--- src/rtl/tsms_pkg.sv ---
// Package for the 32.32 timestamp millisecond arithmetic unit.
// Holds the action codes, the fixed conversion constants and the pipeline stage types.
// No dependencies.
`default_nettype none

package tsms_pkg;

   // Action codes carried with each item.
   typedef enum logic [1:0] {
      ACT_ADD  = 2'd0,
      ACT_SUB  = 2'd1,
      ACT_DIFF = 2'd2
   } action_type;

   // One millisecond in units of 1/2^32 second, truncated.
   localparam logic [31:0] MS_PER_SECOND = 32'd1000;
   localparam logic [31:0] FRAC_PER_MS   = 32'd4294967;

   // Exact division of a 32-bit count by 1000: (n * DIV_MAGIC) >> DIV_SHIFT.
   localparam logic [31:0] DIV_MAGIC = 32'd2199023256;
   localparam int          DIV_SHIFT = 41;
   localparam int          WHOLE_W   = 64 - DIV_SHIFT;

   // Remainders and millisecond quotients of a fraction fit in ten bits.
   localparam int          MS_W      = 10;

   // Input register.
   typedef struct packed {
      logic [1:0]  action;
      logic [31:0] a_seconds;
      logic [31:0] a_fraction;
      logic [31:0] b_seconds;
      logic [31:0] b_fraction;
      logic [31:0] delay_ms;
   } s1_type;

   // After the compare and the reciprocal product.
   typedef struct packed {
      logic [1:0]         action;
      logic [31:0]        a_seconds;
      logic [31:0]        a_fraction;
      logic [31:0]        delay_ms;
      logic [WHOLE_W-1:0] whole;
      logic               less;
      logic               equal;
      logic               greater;
      logic [31:0]        mag_seconds;
      logic [31:0]        mag_fraction;
   } s2_type;

   // After the remainder and the seconds scaling.
   typedef struct packed {
      logic [1:0]         action;
      logic [31:0]        a_seconds;
      logic [31:0]        a_fraction;
      logic [WHOLE_W-1:0] whole;
      logic [MS_W-1:0]    rem;
      logic               less;
      logic               equal;
      logic               greater;
      logic [31:0]        sec_ms;
      logic [31:0]        mag_fraction;
      logic [MS_W-1:0]    q_est;
   } s3_type;

   // After the fraction step and the corrected quotient.
   typedef struct packed {
      logic [1:0]         action;
      logic [31:0]        a_seconds;
      logic [31:0]        a_fraction;
      logic [WHOLE_W-1:0] whole;
      logic [31:0]        step;
      logic               less;
      logic               equal;
      logic               greater;
      logic [31:0]        sec_ms;
      logic [MS_W-1:0]    q;
   } s4_type;

endpackage

`default_nettype wire

--- src/rtl/timestamp_ms_arithmetic.sv ---
// Top level of the 32.32 timestamp millisecond arithmetic unit.
// Five-stage pipeline with valid/stall handshakes; depends on tsms_pkg.
//
// This unit takes one item per cycle while the result side does not stall
// and returns the results in the order the items were accepted. Each item
// passes through five registered stages: the input register, which takes
// the item at the accepting edge, the reciprocal product that splits the
// millisecond count into seconds, the remainder, the fraction step and
// quotient correction, and the result register. Each stage holds its item
// while the next one is full and stalled, so items keep entering until
// every stage is occupied. Add mode adds the
// millisecond count to A with carry into the seconds, subtract mode removes it
// with a floor at zero seconds, and difference mode gives A minus B in
// milliseconds. The less, equal and greater flags compare A with B in every
// mode. Unused action codes give zero results with valid flags.
`default_nettype none

module timestamp_ms_arithmetic (
   input  wire logic               clock,
   input  wire logic               reset,
   input  wire logic               req_valid,
   output logic                    req_stall,
   input  wire logic [1:0]         req_action,
   input  wire logic [31:0]        req_a_seconds,
   input  wire logic [31:0]        req_a_fraction,
   input  wire logic [31:0]        req_b_seconds,
   input  wire logic [31:0]        req_b_fraction,
   input  wire logic [31:0]        req_delay_ms,
   output logic                    rsp_valid,
   input  wire logic               rsp_stall,
   output logic [31:0]             rsp_res_seconds,
   output logic [31:0]             rsp_res_fraction,
   output logic signed [31:0]      rsp_diff_ms,
   output logic                    rsp_a_less,
   output logic                    rsp_a_equal,
   output logic                    rsp_a_greater
);

   localparam int WW = tsms_pkg::WHOLE_W;
   localparam int MW = tsms_pkg::MS_W;

   // Stage occupancy and load enables.
   logic [5:1] valid_ff;
   logic [5:1] load;

   tsms_pkg::s1_type s1_ff, s1_in;
   tsms_pkg::s2_type s2_ff, s2_in;
   tsms_pkg::s3_type s3_ff, s3_in;
   tsms_pkg::s4_type s4_ff, s4_in;

   logic [31:0] res_seconds_ff, res_seconds_in;
   logic [31:0] res_fraction_ff, res_fraction_in;
   logic [31:0] diff_ms_ff, diff_ms_in;
   logic        less_ff, equal_ff, greater_ff;
   logic [1:0]  action_ff;

   // A stage loads when it is empty or its item moves on.
   always_comb begin
      load[5] = !valid_ff[5] || !rsp_stall;
      load[4] = !valid_ff[4] || load[5];
      load[3] = !valid_ff[3] || load[4];
      load[2] = !valid_ff[2] || load[3];
      load[1] = !valid_ff[1] || load[2];
   end

   assign req_stall = !load[1];
   assign rsp_valid = valid_ff[5];

   // Occupancy follows the item from stage to stage.
   always_ff @(posedge clock) begin
      if (reset) begin
         valid_ff <= '0;
      end else begin
         if (load[1]) valid_ff[1] <= req_valid;
         if (load[2]) valid_ff[2] <= valid_ff[1];
         if (load[3]) valid_ff[3] <= valid_ff[2];
         if (load[4]) valid_ff[4] <= valid_ff[3];
         if (load[5]) valid_ff[5] <= valid_ff[4];
      end
   end

   // Stage 1: input register.
   always_comb begin
      s1_in.action     = req_action;
      s1_in.a_seconds  = req_a_seconds;
      s1_in.a_fraction = req_a_fraction;
      s1_in.b_seconds  = req_b_seconds;
      s1_in.b_fraction = req_b_fraction;
      s1_in.delay_ms   = req_delay_ms;
   end

   // Stage 2: compare A with B, form both differences, split the delay.
   logic [63:0] div_prod;
   logic        seconds_same, borrow_ab, borrow_ba;
   logic [31:0] ab_fraction, ba_fraction, ab_seconds, ba_seconds;

   always_comb begin
      div_prod     = {32'd0, s1_ff.delay_ms} * {32'd0, tsms_pkg::DIV_MAGIC};
      seconds_same = s1_ff.a_seconds == s1_ff.b_seconds;
      borrow_ab    = s1_ff.a_fraction < s1_ff.b_fraction;
      borrow_ba    = s1_ff.b_fraction < s1_ff.a_fraction;
      ab_fraction  = s1_ff.a_fraction - s1_ff.b_fraction;
      ba_fraction  = s1_ff.b_fraction - s1_ff.a_fraction;
      // A borrow from the fraction lowers the seconds by one.
      ab_seconds   = s1_ff.a_seconds + ~s1_ff.b_seconds + {31'd0, !borrow_ab};
      ba_seconds   = s1_ff.b_seconds + ~s1_ff.a_seconds + {31'd0, !borrow_ba};

      s2_in.action     = s1_ff.action;
      s2_in.a_seconds  = s1_ff.a_seconds;
      s2_in.a_fraction = s1_ff.a_fraction;
      s2_in.delay_ms   = s1_ff.delay_ms;
      s2_in.whole      = div_prod[63:tsms_pkg::DIV_SHIFT];
      s2_in.less       = seconds_same ? borrow_ab : (s1_ff.a_seconds < s1_ff.b_seconds);
      s2_in.greater    = seconds_same ? borrow_ba : (s1_ff.a_seconds > s1_ff.b_seconds);
      s2_in.equal      = seconds_same && (s1_ff.a_fraction == s1_ff.b_fraction);
      // Magnitude is taken from the later timestamp minus the earlier one.
      s2_in.mag_seconds  = s2_in.greater ? ab_seconds : ba_seconds;
      s2_in.mag_fraction = s2_in.greater ? ab_fraction : ba_fraction;
   end

   // Stage 3: remainder of the delay, seconds in milliseconds, quotient estimate.
   logic [31:0] whole_scaled, rem_full;
   logic [41:0] frac_prod;

   always_comb begin
      whole_scaled = {{(32-WW){1'b0}}, s2_ff.whole} * tsms_pkg::MS_PER_SECOND;
      rem_full     = s2_ff.delay_ms - whole_scaled;
      frac_prod    = {10'd0, s2_ff.mag_fraction} * {10'd0, tsms_pkg::MS_PER_SECOND};

      s3_in.action       = s2_ff.action;
      s3_in.a_seconds    = s2_ff.a_seconds;
      s3_in.a_fraction   = s2_ff.a_fraction;
      s3_in.whole        = s2_ff.whole;
      s3_in.rem          = rem_full[MW-1:0];
      s3_in.less         = s2_ff.less;
      s3_in.equal        = s2_ff.equal;
      s3_in.greater      = s2_ff.greater;
      s3_in.sec_ms       = s2_ff.mag_seconds * tsms_pkg::MS_PER_SECOND;
      s3_in.mag_fraction = s2_ff.mag_fraction;
      // fraction * 1000 / 2^32 is the true quotient or one below it.
      s3_in.q_est        = frac_prod[41:32];
   end

   // Stage 4: fraction step of the delay and the corrected quotient.
   logic [31:0] q_scaled, q_resid;

   always_comb begin
      q_scaled = {{(32-MW){1'b0}}, s3_ff.q_est} * tsms_pkg::FRAC_PER_MS;
      q_resid  = s3_ff.mag_fraction - q_scaled;

      s4_in.action     = s3_ff.action;
      s4_in.a_seconds  = s3_ff.a_seconds;
      s4_in.a_fraction = s3_ff.a_fraction;
      s4_in.whole      = s3_ff.whole;
      s4_in.step       = {{(32-MW){1'b0}}, s3_ff.rem} * tsms_pkg::FRAC_PER_MS;
      s4_in.less       = s3_ff.less;
      s4_in.equal      = s3_ff.equal;
      s4_in.greater    = s3_ff.greater;
      s4_in.sec_ms     = s3_ff.sec_ms;
      s4_in.q          = (q_resid >= tsms_pkg::FRAC_PER_MS) ? s3_ff.q_est + MW'(1)
                                                            : s3_ff.q_est;
   end

   // Stage 5: final add, subtract with floor, or signed difference.
   logic [31:0] whole_ext, sub_fraction, add_seconds, sub_seconds, magnitude;
   logic [32:0] add_sum;
   logic        sub_borrow, sub_floor;

   always_comb begin
      whole_ext    = {{(32-WW){1'b0}}, s4_ff.whole};
      add_sum      = {1'b0, s4_ff.a_fraction} + {1'b0, s4_ff.step};
      add_seconds  = s4_ff.a_seconds + whole_ext + {31'd0, add_sum[32]};
      sub_borrow   = s4_ff.step > s4_ff.a_fraction;
      sub_fraction = s4_ff.a_fraction - s4_ff.step;
      sub_seconds  = s4_ff.a_seconds + ~whole_ext + {31'd0, !sub_borrow};
      sub_floor    = s4_ff.a_seconds <= whole_ext;
      magnitude    = s4_ff.sec_ms + {{(32-MW){1'b0}}, s4_ff.q};

      res_seconds_in  = '0;
      res_fraction_in = '0;
      diff_ms_in      = '0;
      unique case (s4_ff.action)
         tsms_pkg::ACT_ADD: begin
            res_seconds_in  = add_seconds;
            res_fraction_in = add_sum[31:0];
         end
         tsms_pkg::ACT_SUB: begin
            // At or below the removed seconds the result floors at zero seconds.
            if (sub_floor) begin
               res_seconds_in  = '0;
               res_fraction_in = (s4_ff.step >= s4_ff.a_fraction) ? '0 : sub_fraction;
            end else begin
               res_seconds_in  = sub_seconds;
               res_fraction_in = sub_fraction;
            end
         end
         tsms_pkg::ACT_DIFF: begin
            if (s4_ff.greater) begin
               diff_ms_in = magnitude;
            end else if (s4_ff.less) begin
               diff_ms_in = 32'd0 - magnitude;
            end
         end
         default: begin
            diff_ms_in = '0;
         end
      endcase
   end

   // Payload registers, each loaded with its stage.
   always_ff @(posedge clock) begin
      if (load[1]) s1_ff <= s1_in;
      if (load[2]) s2_ff <= s2_in;
      if (load[3]) s3_ff <= s3_in;
      if (load[4]) s4_ff <= s4_in;
      if (load[5]) begin
         res_seconds_ff  <= res_seconds_in;
         res_fraction_ff <= res_fraction_in;
         diff_ms_ff      <= diff_ms_in;
         less_ff         <= s4_ff.less;
         equal_ff        <= s4_ff.equal;
         greater_ff      <= s4_ff.greater;
         action_ff       <= s4_ff.action;
      end
   end

   assign rsp_res_seconds  = res_seconds_ff;
   assign rsp_res_fraction = res_fraction_ff;
   assign rsp_diff_ms      = $signed(diff_ms_ff);
   assign rsp_a_less       = less_ff;
   assign rsp_a_equal      = equal_ff;
   assign rsp_a_greater    = greater_ff;

   // Exactly one ordering flag holds for every delivered result.
   a_flags_onehot: assert property (@(posedge clock) disable iff (reset)
      valid_ff[5] |-> $onehot({less_ff, equal_ff, greater_ff}))
      else $error("ordering flags are not one-hot");

   // Only add and subtract produce a timestamp; only difference produces milliseconds.
   a_result_zero: assert property (@(posedge clock) disable iff (reset)
      valid_ff[5] && (action_ff != tsms_pkg::ACT_ADD) && (action_ff != tsms_pkg::ACT_SUB)
      |-> (res_seconds_ff == '0) && (res_fraction_ff == '0))
      else $error("timestamp result not zero outside add and subtract");

   a_diff_zero: assert property (@(posedge clock) disable iff (reset)
      valid_ff[5] && (action_ff != tsms_pkg::ACT_DIFF) |-> (diff_ms_ff == '0))
      else $error("difference not zero outside difference mode");

   // The division by 1000 leaves a remainder below 1000.
   a_rem_range: assert property (@(posedge clock) disable iff (reset)
      valid_ff[3] |-> ({{(32-MW){1'b0}}, s3_ff.rem} < tsms_pkg::MS_PER_SECOND))
      else $error("delay remainder out of range");

   // The corrected fraction quotient never exceeds 1000 milliseconds.
   a_q_range: assert property (@(posedge clock) disable iff (reset)
      valid_ff[4] |-> ({{(32-MW){1'b0}}, s4_ff.q} <= tsms_pkg::MS_PER_SECOND))
      else $error("fraction quotient out of range");

endmodule

`default_nettype wire

--- config.mk ---
export PLATFORM = sky130hd
export DESIGN_NAME = timestamp_ms_arithmetic
export DESIGN_NICKNAME = d
export VERILOG_FILES = /design/src/rtl/tsms_pkg.sv /design/src/rtl/timestamp_ms_arithmetic.sv
export SDC_FILE = /design/constraint.sdc
export NUM_CORES = 2
export LEC_CHECK = 0
export ABC_CLOCK_PERIOD_IN_PS = 7950
export BUFFER_PORTS_ARGS = -buffer_cell sky130_fd_sc_hd__buf_2
export CORE_MARGIN = 8
export CORE_UTILIZATION = 58
export CTS_CLUSTER_SIZE = 8
export DETAILED_ROUTE_END_ITERATION = 12
export PLACE_DENSITY = 0.79
export SLEW_MARGIN = 20
export SYNTH_ARGS = -nofsm -noshare
export SYNTH_HDL_FRONTEND = slang
export SYNTH_SLANG_ARGS = --single-unit
--- constraint.sdc ---
create_clock -name clock -period 7.95 [get_ports clock]
set_input_delay 1.1925 -clock clock [delete_from_list [all_inputs] [get_ports clock]]
set_output_delay 1.1925 -clock clock [all_outputs]
set_load 0.01 [all_outputs]
* Word-level counts from Yosys, hierarchy flattened *
Cells that the tools add are included.

word-level totals
  flip-flop bits (word level) = 768
  input port bits = 166
  output and inout port bits = 101
  logic and storage cells = 115

operators by class
  $add $sub $neg = 17
  multipliers = 6
  order comparisons = 8
  equal/unequal tests = 4
  muxes and demuxes = 12
  bitwise operators = 3
  reduce and logical (&&, ||, !) cells = 17

operators with widths
  cell                                                   number
  two-way mux 32 bit                                     7
  adder 32 x 1 -> 32 bit                                 4
  case mux 32 bit (2 select lines)                       2
  subtractor 32 bit                                      4
  adder 32 bit                                           3
  < comparator 32 bit                                    3
  == test 32 bit                                         2
  > comparator 32 bit                                    2
  multiplier 10 x 23 -> 32 bit, second input constant    2
  inverter 32 bit                                        2
  multiplier 32 x 29 -> 61 bit, second input constant    1
  multiplier 32 x 7 -> 39 bit, second input constant     1
  adder 32 x 32 -> 33 bit                                1
  adder 32 x 10 -> 32 bit                                1
  adder 32 x 23 -> 32 bit                                1
  >= comparator 32 x 23 -> 1 bit, second input constant  1
  >= comparator 32 bit                                   1
  <= comparator 32 x 23 -> 1 bit                         1
  multiplier 32 x 7 -> 29 bit, second input constant     1
  inverter 23 -> 32 bit                                  1
  subtractor 1 x 32 -> 32 bit, first input constant      1
  multiplier 23 x 7 -> 7 bit, second input constant      1
  adder 10 x 1 -> 10 bit, second input constant          1
  logical NOT 1 bit                                      10
  other kinds (8)                                        13

* Depth between registers and ports, before layout *
  depth after elaboration = 7
  gate-level depth with buffers = 28
  mapped depth without buffers = 28

* Least setup slack after synthesis *
Ideal clock, no wire load.

  path type = input to output
  start = input rsp_stall
  end = output req_stall
  arrival time = 7181 ps
  data required time = 6758 ps
  setup slack = -424 ps
  cell stages on the path = 4
  buffers on the path = 1
  cell sequence = and3_1 > clkbuf_1 > nand4_1 > inv_1

between the ends
  longest elaborated chain between the ends = 7

RTL lines
  what                RTL line                       RTL
  start: declaration  timestamp_ms_arithmetic.sv:30  input wire logic rsp_stall,
  logical NOT 1 bit   timestamp_ms_arithmetic.sv:59  load[5] = !valid_ff[5] || !rsp_stall;
  logical OR 1 bit    timestamp_ms_arithmetic.sv:59
  logical OR 1 bit    timestamp_ms_arithmetic.sv:60  load[4] = !valid_ff[4] || load[5];
  logical OR 1 bit    timestamp_ms_arithmetic.sv:61  load[3] = !valid_ff[3] || load[4];
  logical OR 1 bit    timestamp_ms_arithmetic.sv:62  load[2] = !valid_ff[2] || load[3];
  logical OR 1 bit    timestamp_ms_arithmetic.sv:63  load[1] = !valid_ff[1] || load[2];
  logical NOT 1 bit   timestamp_ms_arithmetic.sv:66  assign req_stall = !load[1];
  end: declaration    timestamp_ms_arithmetic.sv:22  output logic req_stall,

Every way passes these cells.

* Final worst setup path *
  start = register s1_ff[20] (netlist name)
  end = register s2_ff[84] (netlist name), data pin

between the ends
  longest elaborated chain between the ends = 1

RTL lines
  what                          RTL line                        RTL
  start: declaration            timestamp_ms_arithmetic.sv:46   tsms_pkg::s1_type s1_ff, s1_in;
  start signal: assignment      timestamp_ms_arithmetic.sv:212  if (load[1]) s1_ff <= s1_in;
  multiplier 32 x 29 -> 61 bit  timestamp_ms_arithmetic.sv:98   div_prod = {32'd0, s1_ff.delay_ms} * {32'd0, tsms_pkg::DIV_MAGIC};
  named net div_prod[58]        timestamp_ms_arithmetic.sv:93   logic [63:0] div_prod;
  end signal: assignment        timestamp_ms_arithmetic.sv:213  if (load[2]) s2_ff <= s2_in;
  end: declaration              timestamp_ms_arithmetic.sv:47   tsms_pkg::s2_type s2_ff, s2_in;

The timed path passes the listed nets, and every way through them passes these cells.
A chain may end at the register's enable or synchronous reset.

==> results_dict.tcl <==
set metrics [dict create \
    drt_pass_1_iters 6 \
    final.min_clock_period_ns 7.69 \
    finalCritPeriodShare_pct 96.7 \
    asyncSetResetFlopFracSynth_pct 0 \
    cp_max_fo 5 \
    route.final.wire_length_um 176000 \
    share_of_yosys_cell_area_claimed_by_the_top_area_cell_type_pct 33.1 \
    cts_tree "yes" \
    final_max_slew_viol_count 0 \
    final.setup.worst_slack_ns 0.261 \
    cts_hold_repair.buffers 0 \
    critPathLaunchType "register" \
    dp_cells 8112 \
    number_of_global_route_vias_before_repair 49600 \
    maximum_number_of_pins_on_one_net_before_global_route_repair 121 \
    clock-root-buffer "sky130_fd_sc_hd__clkbuf_16" \
    r2r-end "s2_ff[84]$_DFFE_PP_" \
    cts.sinks 765 \
    synthesis.nets 8165 \
    final-seq-area_um2 22900 \
    critical-path-top-delay-family "adder cells" \
    grtUsageTotal_pct 26.8 \
    core.rowCount 126 \
    post_route_cells_drive_above_1_share_pct 7.89 \
    worst_setup_path_endpoint "s2_ff[84]$_DFFE_PP_" \
    synth_top_flop_cell "sky130_fd_sc_hd__edfxtp_1" \
    initial_core_util_pct 58.4 \
    drt_drc_violations_left 0 \
    yosys_register_bits 765 \
    postSynthCellCount 6369 \
    port_buffers 266 \
    die-area_um2 130000 \
    yosys-top-cells-area "sky130_fd_sc_hd__edfxtp_1, sky130_fd_sc_hd__fa_1, sky130_fd_sc_hd__ha_1, sky130_fd_sc_hd__inv_1, sky130_fd_sc_hd__a21oi_1" \
    cp_common_cell "sky130_fd_sc_hd__fa_1" \
    area.growth.synth_to_final_pct 9.35 \
    timing.critical_path.required_ns 8.42 \
    layout.filler_cells 9081 \
    multiInputGateArea_um2 40400 \
    worst-slew-pin-transition_ns 1.05 \
    routed_via_density 5.78 \
    pre_cts_slack_ns 0.0770 \
    yosysWarningCount 0 \
    cp_max_stage_cell "sky130_fd_sc_hd__fa_1" \
    gp_congestion 0.987 \
    detailedRoute.firstIterationViolations 3788 \
    total_number_of_cells_along_the_worst_setup_path 27 \
    count_of_final_setup_violators 0 \
    outcome "finished clean" \
    synth.distinct_cells 83 \
    critical_path.startpoint "s1_ff[20]$_DFFE_PN_" \
    post_route_worst_hold_slack_ns 0.404 \
    cts.clk_slew.worst_paths_ns 0.05 \
    grt.overflow.total 0 \
    critPathArrivalTime_ns 8.16 \
    instances_no_fill 8263 \
    netlist.top_cell.by_area "sky130_fd_sc_hd__edfxtp_1" \
    worstSkewPairLatency_ns 0.74 \
    first_pass_grt_wire_length_um 275000 \
    reg_to_reg_startpoint "s1_ff[20]$_DFFE_PN_" \
    die_w_um 361 \
    min-delay-path-class "reg2reg" \
    reg2reg_path_depth 27 \
    mappedNetlistArea_um2 69000 \
    end_kind "register" \
    cts-buffers-inserted 108 \
    timing_worst_setup_path_type "reg2reg" \
    synth_edf_count 760 \
    final_hold_viol_count 0 \
    dp.final_hpwl_um 141000 \
    synth.yosys.seq_area_share_pct 33.2 \
    routed-via-count 47800 \
    clock.fmax_mhz 130 \
    ioPinCount 267 \
    floorplan.die.height_um 361 \
    count_of_h_tree_levels_built_during_cts 3 \
    post_route_antenna_net_violation_count 0 \
    antenna_found_initial 6 \
    relSlewSlack_pct 29.5 \
    critical_path.n_buffers_inverters 6 \
    finalClockSkew_ns 0.0406 \
    cap_viol_max_count 0 \
    timing.critical_path.slowest_cell_delay_ns 0.52 \
    min_from "s3_ff[61]$_DFFE_PP_" \
    fp.coreArea_um2 118000 \
    clockBufferDepth 3 \
    wire_per_inst_um 21.3 \
    nNetsFinal 8497 \
    r2r_setup_slack_ns 0.26 \
    avgSynthCellArea_um2 10.8 \
]
-- logic make-up after synthesis --
| logic type | after synthesis | share of synthesized area [%] |
|---|---|---|
| mux | 31 | 0.464 |
| xor+xnor | 242 | 3.07 |
| fa+ha+maj | 1630 | 36.5 |
| simple gates | 884 | 6.21 |
| buf+inv | 1513 | 8.27 |
| compound gates | 1304 | 12.3 |
| flops | 765 | 33.2 |
-- layout make-up --
class / count / share of cell area (%)
Antenna cell: 1 / 0.00332
Inverter: 1385 / 6.90
Tap cell: 1536 / 2.55
Timing Repair Buffer: 350 / 2.62
Clock buffer: 124 / 3.69
Clock inverter: 11 / 0.277
Multi-Input combinational cell: 4091 / 53.6
Sequential cell: 765 / 30.4
-- state kept, by name, indices dropped and copies added (netlist names) --
name	cells
rsp_a_less	1
s2_ff	163
rsp_diff_ms	32
valid_ff	5
rsp_a_greater	1
rsp_res_seconds	32
s4_ff	163
s3_ff	173
rsp_a_equal	1
s1_ff	162
rsp_res_fraction	32
-- cells in the final DEF (no fill, tap or decap), types with 23 or more instances in the layout --
cell type                   synthesis  layout
sky130_fd_sc_hd__xnor2_1          169     169
sky130_fd_sc_hd__xor2_1            73      73
sky130_fd_sc_hd__a31oi_1           39      39
sky130_fd_sc_hd__nor2_1           290     289
sky130_fd_sc_hd__buf_4              0      83
sky130_fd_sc_hd__nor3_1            59      59
sky130_fd_sc_hd__nor2b_1           44      44
sky130_fd_sc_hd__fa_1             636     636
sky130_fd_sc_hd__o21ai_0          195     193
sky130_fd_sc_hd__buf_2             13     266
sky130_fd_sc_hd__nand3_1           66      65
sky130_fd_sc_hd__a221oi_1          39      38
sky130_fd_sc_hd__nand4_1           55      55
sky130_fd_sc_hd__nand2b_1          43      43
sky130_fd_sc_hd__inv_1           1384    1383
sky130_fd_sc_hd__and3_1            37      37
sky130_fd_sc_hd__clkbuf_16          0     109
sky130_fd_sc_hd__a21oi_1          430     429
sky130_fd_sc_hd__mux2i_1           23      23
sky130_fd_sc_hd__or3_1             24      24
sky130_fd_sc_hd__o21a_1            44      44
sky130_fd_sc_hd__a211oi_1          37      36
sky130_fd_sc_hd__edfxtp_1         760     760
sky130_fd_sc_hd__a21o_1           174     174
sky130_fd_sc_hd__nand2_1          175     172
sky130_fd_sc_hd__ha_1             994     994
sky130_fd_sc_hd__o21bai_1          93      93
-- what timing repair did --
action	CTS	global route
resized for setup	0	4
endpoints found under the setup margin	0	15
buffers inserted	0	15
-- synthesized netlist by cell type (all sizes together), types with 39 or more instances --
library cell  number
a21o             174
a21oi            432
a221oi            39
a31oi             39
clkbuf           106
edfxtp           760
fa               636
ha               994
inv             1384
nand2            175
nand2b            43
nand3             66
nand4             55
nor2             290
nor2b             44
nor3              59
o21a              44
o21ai            197
o21bai            93
xnor2            169
xor2              73
-- metal layers --
metal  global-route usage [%]  vias to the layer above  share of wire [%]
met5                        0                        -                  0
met4                     10.9                        0                4.5
met3                     3.56                      338                6.5
met2                     45.1                     1670                 48
met1                     35.2                    23500                 41
li1                         -                    22300                  -
-- how the worst min path moves through the flow --
stage | slack [ns] | cells past startpoint | endpoint
5_1_grt | 0.41 | 0 | s3_ff[149]$_DFFE_PP_
3_3_place_gp | 0.40 | 0 | s4_ff[21]$_DFFE_PP_
2_1_floorplan | 0.40 | 0 | rsp_a_equal$_DFFE_PP_
4_1_cts | 0.41 | 0 | s4_ff[29]$_DFFE_PP_
6_report | 0.40 | 0 | s4_ff[29]$_DFFE_PP_
3_5_place_dp | 0.40 | 0 | s3_ff[124]$_DFFE_PP_
-- through the flow --
stage	setup TNS (ns)	utilization, %	instance area [µm²]
after floorplan	-4.79	-	69000
after global placement	0	61.2	72300
after detailed placement	0	61.2	72300
after CTS	0	63.8	75300
after global routing	-0.00668	63.9	75400
final	0	63.9	75400
-- worst reg2reg max path, stage by stage, from the launching register on --
cell	delay, ns
sky130_fd_sc_hd__edfxtp_1	0.44
sky130_fd_sc_hd__ha_1	0.37
sky130_fd_sc_hd__fa_1	0.40
sky130_fd_sc_hd__fa_1	0.50
sky130_fd_sc_hd__inv_1	0.05
sky130_fd_sc_hd__fa_1	0.47
sky130_fd_sc_hd__inv_1	0.05
sky130_fd_sc_hd__fa_1	0.49
sky130_fd_sc_hd__inv_1	0.05
sky130_fd_sc_hd__fa_1	0.52
sky130_fd_sc_hd__inv_1	0.05
sky130_fd_sc_hd__fa_1	0.47
sky130_fd_sc_hd__inv_1	0.05
sky130_fd_sc_hd__fa_1	0.47
sky130_fd_sc_hd__inv_1	0.04
sky130_fd_sc_hd__ha_1	0.30
sky130_fd_sc_hd__a21o_1	0.17
sky130_fd_sc_hd__a21o_1	0.20
sky130_fd_sc_hd__a21o_1	0.17
sky130_fd_sc_hd__a2111oi_0	0.39
sky130_fd_sc_hd__o21ai_0	0.23
sky130_fd_sc_hd__a221oi_2	0.33
sky130_fd_sc_hd__a21oi_2	0.15
sky130_fd_sc_hd__a21o_1	0.29
sky130_fd_sc_hd__a211oi_2	0.28
sky130_fd_sc_hd__o21bai_1	0.14
sky130_fd_sc_hd__a21o_1	0.20
sky130_fd_sc_hd__xor2_1	0.14
Power is left out: the tool's default activity adds up to more than one toggle a clock period on the data nets, which glitch-free logic cannot reach.
